File: src/hdl/cmme_pkg.sv
// Types, constants and helpers shared by the confusion matrix engine
package cmme_pkg;

  localparam int CLASSES     = 16;
  localparam int COUNT_WIDTH = 32;
  localparam int CLS_W       = $clog2(CLASSES);
  localparam int LEN_W       = CLS_W + 1;
  localparam int GRID_DEPTH  = CLASSES * CLASSES;
  localparam int GRID_AW     = 2 * CLS_W;
  localparam int SUM_W       = 64;
  localparam int HALF_W      = SUM_W / 2;
  localparam int BETA_W      = 12;
  localparam int B2_W        = 2 * BETA_W;
  localparam int K_W         = B2_W + 1;
  localparam int PROD_W      = HALF_W + K_W;
  localparam int DEN_W       = SUM_W + K_W + 1;
  localparam int RATIO_W     = 17;
  localparam int Q16_BITS    = 16;
  localparam int MSUM_W      = RATIO_W + CLS_W;
  localparam int STEP_W      = $clog2(MSUM_W + 1);

  localparam logic [RATIO_W-1:0] Q16_ONE    = RATIO_W'(1 << Q16_BITS);
  localparam logic [BETA_W-1:0]  BETA_RESET = BETA_W'(256);

  localparam logic [1:0] ST_OK       = 2'd0;
  localparam logic [1:0] ST_NOTFOUND = 2'd1;
  localparam logic [1:0] ST_CAPACITY = 2'd2;

  localparam int ERR_CAP = 0;
  localparam int ERR_NF  = 1;

  typedef enum logic [3:0] {
    OP_ADD   = 4'd0,
    OP_DEL   = 4'd1,
    OP_GET   = 4'd2,
    OP_ACC   = 4'd3,
    OP_PREC  = 4'd4,
    OP_REC   = 4'd5,
    OP_FB    = 4'd6,
    OP_MPREC = 4'd7,
    OP_MREC  = 4'd8,
    OP_MFB   = 4'd9
  } op_e;

  typedef enum logic [3:0] {
    S_IDLE,
    S_UPD,
    S_SCAN,
    S_DRAIN,
    S_CALC,
    S_MUL,
    S_MACC,
    S_FBADD,
    S_CHECK,
    S_DIV,
    S_RES
  } state_t;

  typedef struct packed {
    logic [3:0] operation;
    logic [7:0] actual_class;
    logic [7:0] predicted_class;
  } item_t;

  typedef struct packed {
    logic [31:0]        count_value;
    logic [RATIO_W-1:0] ratio_value;
    logic [1:0]         status_code;
    logic [1:0]         error_flags;
  } result_t;

  typedef struct packed {
    logic start;
    logic mean_mode;
  } div_ctl_t;

  function automatic logic is_mean(logic [3:0] op);
    return op == OP_MPREC || op == OP_MREC || op == OP_MFB;
  endfunction

  function automatic logic is_scan(logic [3:0] op);
    return op == OP_ACC || op == OP_PREC || op == OP_REC || op == OP_FB;
  endfunction

  function automatic logic [31:0] cnt_out(logic [COUNT_WIDTH-1:0] c);
    logic [63:0] w;
    w = 64'(c);
    return w[31:0];
  endfunction

endpackage

File: src/hdl/cmme_div.sv
// Restoring divider, one quotient bit per cycle, for Q1.16 ratios and means
module cmme_div (
  input  logic                            clk,
  input  logic                            rst,
  input  cmme_pkg::div_ctl_t              ctl,
  input  logic [cmme_pkg::DEN_W-1:0]      num,
  input  logic [cmme_pkg::DEN_W-1:0]      den,
  input  logic [cmme_pkg::MSUM_W-1:0]     feed,
  output logic                            done,
  output logic [cmme_pkg::MSUM_W-1:0]     quot
);
  import cmme_pkg::*;

  logic [DEN_W-1:0]  rem;
  logic [DEN_W-1:0]  dd;
  logic [MSUM_W-1:0] sh;
  logic [STEP_W-1:0] cnt;
  logic              run;
  logic [DEN_W:0]    trial;
  logic [DEN_W:0]    diff;
  logic              ge;

  // shift in the next dividend bit, try the subtract
  assign trial = {rem, sh[MSUM_W-1]};
  assign diff  = trial - {1'b0, dd};
  assign ge    = trial >= {1'b0, dd};

  always_ff @(posedge clk) begin
    if (rst) begin
      run  <= 1'b0;
      done <= 1'b0;
    end else begin
      done <= run && cnt == STEP_W'(1);
      if (ctl.start) begin
        run <= 1'b1;
      end else if (run && cnt == STEP_W'(1)) begin
        run <= 1'b0;
      end
    end
  end

  always_ff @(posedge clk) begin
    if (ctl.start) begin
      rem  <= ctl.mean_mode ? '0 : num;
      sh   <= ctl.mean_mode ? feed : '0;
      dd   <= den;
      cnt  <= ctl.mean_mode ? STEP_W'(MSUM_W) : STEP_W'(Q16_BITS);
      quot <= '0;
    end else if (run) begin
      rem  <= ge ? diff[DEN_W-1:0] : trial[DEN_W-1:0];
      sh   <= {sh[MSUM_W-2:0], 1'b0};
      cnt  <= cnt - STEP_W'(1);
      quot <= {quot[MSUM_W-2:0], ge};
    end
  end

endmodule

File: config.mk
export PLATFORM = sky130hd
export DESIGN_NAME = cmme_div
export DESIGN_NICKNAME = d
export VERILOG_FILES = /design/src/hdl/cmme_pkg.sv /design/src/hdl/cmme_div.sv
export SDC_FILE = /design/constraint.sdc
export NUM_CORES = 1
export LEC_CHECK = 0
export BUFFER_PORTS_ARGS = -buffer_cell sky130_fd_sc_hd__buf_4
export CAP_MARGIN = 10
export CORE_MARGIN = 1
export CORE_UTILIZATION = 50
export DETAILED_ROUTE_END_ITERATION = 10
export HOLD_SLACK_MARGIN = 0.03
export PLACE_DENSITY = 0.71
export REMOVE_ABC_BUFFERS = 1
export SETUP_SLACK_MARGIN = 0.4
export SYNTH_ARGS = -nofsm -noshare
export SYNTH_HDL_FRONTEND = slang
export SYNTH_SLANG_ARGS = --single-unit
File: constraint.sdc
create_clock -name clk -period 4.09 [get_ports clk]
set_input_delay 0.2045 -clock clk [delete_from_list [all_inputs] [get_ports clk]]
set_output_delay 0.2045 -clock clk [all_outputs]
set_load 0.01 [all_outputs]
# [Word-level counts from Yosys, hierarchy flattened]
# Cells that the tools add are included.
[totals] regBits=229 in_bits=205 out_inout_bits=22 word_cells=26
[classes] addsub=2 n_lt_le_gt_ge=1 n_eq_ne=1 n_mux=12 reduce_logical=3
[op_table] cell="$mux 90" count=4
[op_table] cell="$ge 91x90->1" count=1
[op_table] cell="$sub 90x90->90" count=1
[op_table] cell="$mux 21" count=3
[op_table] cell="$mux 5" count=2
[op_table] cell="$eq 5x1->1 const B" count=1
[op_table] cell="$sub 5x1->5 const B" count=1
[op_table] cell="$reduce_bool 2->1" count=2
[op_table] cell="$mux 3" count=1
[op_table] cell="$mux 1" count=2
[op_table] cell="$logic_and 1x1->1" count=1

# [Logic depth before layout (Yosys ltp)]
[depth] ltp_word=4 mapped_depth=16 mapped_depth_nobuf=13

# [Worst setup path before layout]
# No wires, ideal clock.
[synth_path] path_type="flip-flop to flip-flop" startpoint="register dd[0]" endpoint="register rem[82], data pin" setup_time_ns=0.271 t_arrival_ns=2.787 required_ns=3.819 path_slack_ns=1.031 path_stages_with_launch=13 n_path_buf=0 synth_period_minus_slack_ns=3.059 cell_sequence="edfxtp_1 > ha_1 > fa_1 > nor2b_1 > o21bai_1 > a31o_2 > a21oi_1 > o21bai_1 > a2111oi_2 > or4_1 > a41oi_1 > nor4b_2 > a211oi_2"
[synth_via] elab_chain_len=4 word_cells_on_any_way=5 cone_classes="add/sub: 1; order compare: 1; mux: 3"
[synth_rtl] element="from (decl)" line_no="cmme_div.sv:15" source="logic [DEN_W-1:0] dd;"
[synth_rtl] element="from (signal assigned)" line_no="cmme_div.sv:46" source="dd <= den;"
[synth_rtl] element="$sub 90x90->90 or $ge 91x90->1 (tied branches)" line_no="cmme_div.sv:25, cmme_div.sv:26"
[synth_rtl] element="$mux 90 (*)" line_no="cmme_div.sv:50" source="rem <= ge ? diff[DEN_W-1:0] : trial[DEN_W-1:0];"
[synth_rtl] element="$mux 90 (*)" line_no="cmme_div.sv:49" source="end else if (run) begin"
[synth_rtl] element="$mux 90 (*)" line_no="cmme_div.sv:43" source="if (ctl.start) begin"
[synth_rtl] element="to (signal assigned)" line_no="cmme_div.sv:44" source="rem <= ctl.mean_mode ? '0 : num;"
[synth_rtl] element="to (signal assigned)" line_no="cmme_div.sv:50"
[synth_rtl] element="to (decl)" line_no="cmme_div.sv:14" source="logic [DEN_W-1:0] rem;"
# Mark *: on every way between the ends. The rest lies on a longest branch, timed or not. The select of a mux whose other input is x is not followed.
# A chain may end at the register's enable or synchronous reset.

# [Worst setup path after layout]
[layout_path] startpoint="register rem[19]" endpoint="register rem[64], data pin"
[layout_via] elab_chain_len=4 word_cells_on_any_way=5 cone_classes="add/sub: 1; order compare: 1; mux: 3"
[layout_rtl] element="$sub 90x90->90 or $ge 91x90->1 (tied branches)" line_no="cmme_div.sv:25, cmme_div.sv:26"
[layout_rtl] element="$mux 90 (*)" line_no="cmme_div.sv:50"
[layout_rtl] element="$mux 90 (*)" line_no="cmme_div.sv:49"
[layout_rtl] element="$mux 90 (*)" line_no="cmme_div.sv:43"
# Marked as above.

==> flow_summary_export.csv <==
group,metric,value,unit
power_and_ir_drop,irDropWorstVdd,0.411,mV
critical_path,critical_path_class,"flop to flop",
timing,tightest_slew,1.08,ns
die,placementRows,64,
critical_path,worst-r2r-setup-slack,0.51,ns
timing,drv_slew,0,
timing,clock.fmax,0.279,GHz
min_path,hold_start,"num[88]",
critical_path,max_stage_delay,0.47,ns
clock_tree,clk-insertion-delay-late,0.57,ns
die,ios,227,
finish,drive_above_1_share,17.6,%
grt,grt_pass1_wl,81800,microns
clock_tree,cts_buffer_depth,3,
synth,postSynthAreaPerCell,9.28,sq um
clock_tree,cts_tree,"yes",
critical_path,r2r_cells,12,
drt,antenna_left,0,
critical_path,cp_top_family,"simple AND/OR/NAND/NOR gates",
clock_tree,clock-root-buffer,"clkbuf_16",
critical_path,path_max_fanout,27,
synth,synth_area,0.0158,sq mm
timing,setup_viol,0,
drt,drt_iter0_drc,1417,
synth,ys_warn_count,0,
timing,hold_viol,0,
drt,vias_per_cell,5.99,
run_status,status,"finished, violations left",
run_status,violations,"DRC",
critical_path,r2r_start,"rem[19]",
placed_design,pre_cts_ws,0.330,ns
timing,slew_headroom,28.3,%
grt,antenna_found_initial,0,
critical_path,crit_required,4.40,ns
synth,synth_edf_count,206,
timing,tns,0,ns
job,cap_violations,0,
die,core-area,0.0308,sq mm
placed_design,place.detailed.hpwl,36200,microns
power_and_ir_drop,power_leakage,8.73,nW
power_and_ir_drop,cellPowerDensity,562,mW/mm^2
drt,drc,12,
synth,async_flop_share,0,%
synth,seq_area_frac_synth,42.1,%
grt,grt-ovfl-total,0,
die,dieArea,0.0323,sq mm
clock_tree,htreeDepth,1,
finish,diodes,0,
grt,grt_util_all_layers,31.8,%
synth,yosys.area.top_type,"edfxtp_1",
synth,synth_top_area_share,39.2,%
synth,synthFlopType,"edfxtp_1",
synth,synthCells,1702,
min_path,min_to,"rem[88]",
timing,fin_ws,0.508,ns
timing,timing.hold.ws,0.0705,ns
placed_design,numPortBuffers,226,
die,die_h,180,microns
drt,routedWlPerCell,20.9,microns
finish,layout.nets,2395,
drt,via_count,15000,
critical_path,crit_path_start_kind,"flop",
placed_design,place_congestion,0.942,
timing,skew,0.0283,ns
synth,synth-seq-cells,229,
timing,post-route-period-util,87.6,%
critical_path,path_buf_inv,2,
critical_path,crit_arrival,3.90,ns
drt,wirelength,52400,microns
critical_path,timing.rr.end,"rem[64]",
min_path,hp-class,"primary input to flop",
critical_path,path_cells,"ha_1 > and3_2 > nand2_1 > or4_1 > a311oi_4 > o31ai_4 > a31oi_4 > nor3_4 > buf_4 > clkbuf_16 > and3_1 > a221o_1",
critical_path,slowest_stage,"ha_1",
synth,ys_top_cells_by_area,"edfxtp_1, ha_1, a21oi_1, nand2_1, o21ai_0",
drt,dr.pass1.iters,8,
synth,ys_types,80,
timing,rsz0062_at_grt,"true",
timing,min_period,3.58,ns
placed_design,placed_cells,2260,
min_path,hold_depth,4,
power_and_ir_drop,total_power,11.7,mW
finish,final-instance-count-excl-fill,2511,
clock_tree,clock-sinks,229,
grt,grt_max_degree,73,
die,die_w,180,microns
grt,first_global_vias,14900,
finish,syn2layout_area_growth,32.1,%
critical_path,end_kind,"flop",
clock_tree,path_clk_slew,0.07,ns
clock_tree,cts_inserted_buffers,25,
die,start_util,51.2,%
-- metal layers --
metal  track usage, %  routed length (microns)  vias up
met5                0                        0        -
met4             8.17                     1150        0
met3             5.17                     4000       66
met2             51.0                    24100      650
met1             44.6                    23200     7218
li1                 -                        -     7113
-- cells by family after synthesis --
| kind of cell | after synthesis | synth area share [%] |
|---|---|---|
| simple gates | 464 | 13.8 |
| flops | 229 | 42.1 |
| buf+inv | 217 | 5.77 |
| fa+ha+maj | 93 | 7.42 |
| xor+xnor | 82 | 4.55 |
| compound gates | 584 | 24.3 |
| mux | 33 | 2.10 |
-- layout by cell type, fill, tap and decap left out, types with 47 or more instances in the layout --
cell           synthesis  layout
edfxtp_1             206     206
xnor2_1               47      47
nand2_1              169     168
a21oi_1              164     157
nor2_1               125     124
ha_1                  92      91
o21ai_0              103      99
buf_4                  4     261
dlygate4sd3_1          0     196
o21ai_1               54      57
inv_1                119     118
a22o_1                56      56
-- repair_timing --
item                                    in CTS  in global routing
cloned                                       0                  1
endpoints found under the hold margin      197                  0
resized for setup                            3                 33
pin swaps                                    2                  8
endpoints found under the setup margin      27                 60
setup buffers                                1                  8
hold buffers                               196                  0
-- through the flow --
step / util, % / instance area [sq um]
after global routing: 67.6 / 20900
after floorplan: - / 15300
after CTS: 66.9 / 20600
after detailed placement: 57.9 / 17900
final: 67.6 / 20900
after global placement: 57.9 / 17900
-- how the worst max path moves through the flow --
stage	cells past startpoint	slack [ns]	start	endpoint
after global placement	13	0.35	dd[0]	rem[34]
after detailed placement	13	0.33	dd[0]	rem[34]
final	12	0.51	rem[19]	rem[64]
after floorplan	10	-1.48	rem[31]	rem[64]
after global routing	11	0.35	rem[6]	rem[50]
after CTS	11	0.40	rem[84]	rem[16]
-- layout make-up --
class                      count  area (sq um)
sequential                   229          6650
clock buffer                  37           732
clock inverter                 8          53.8
tap                          396           495
multi-input combinational   1256          8400
fill                        2370          9980
inverter                     120           452
timing repair buffer         465          4080
-- tightest hold or removal path, delay by kind of cell --
kind,cells,cell delay [ns]
and+or+nand+nor,1,0.14
AOI/OAI and AO/OA,2,0.11
buffers and inverters,1,0.07
-- where the power goes --
group | switching [mW] | internal (mW) | leakage (nW)
clock | 0.998 | 1.24 | 0.384
sequential | 0.222 | 3.10 | 2.28
combinational | 3.71 | 2.46 | 6.07
total | 4.93 | 6.80 | 8.73
-- sequential cells by signal (all words and copies together) (netlist names) --
name and flops:
quot 21, sh 21, done 1, dd 90, rem 90, run 1, cnt 5
-- synth_stat cells (10+ instances only) --
master    number
a32oi_1       19
and3_1        12
nor3_1        25
clkbuf_1      60
o21a_1        11
ha_1          92
inv_1        119
nor2_1       125
nand3_1       27
o211ai_1      10
buf_2         22
o21ai_1       54
xnor2_1       47
mux2i_1       32
a21oi_1      164
nand2_1      169
o21bai_1      23
a22o_1        56
nor2b_1       11
xor2_1        35
a21o_1        42
dfxtp_1       23
nand4_1       43
o21ai_0      103
edfxtp_1     206
Note: power is estimated with default switching activity, not from simulation.
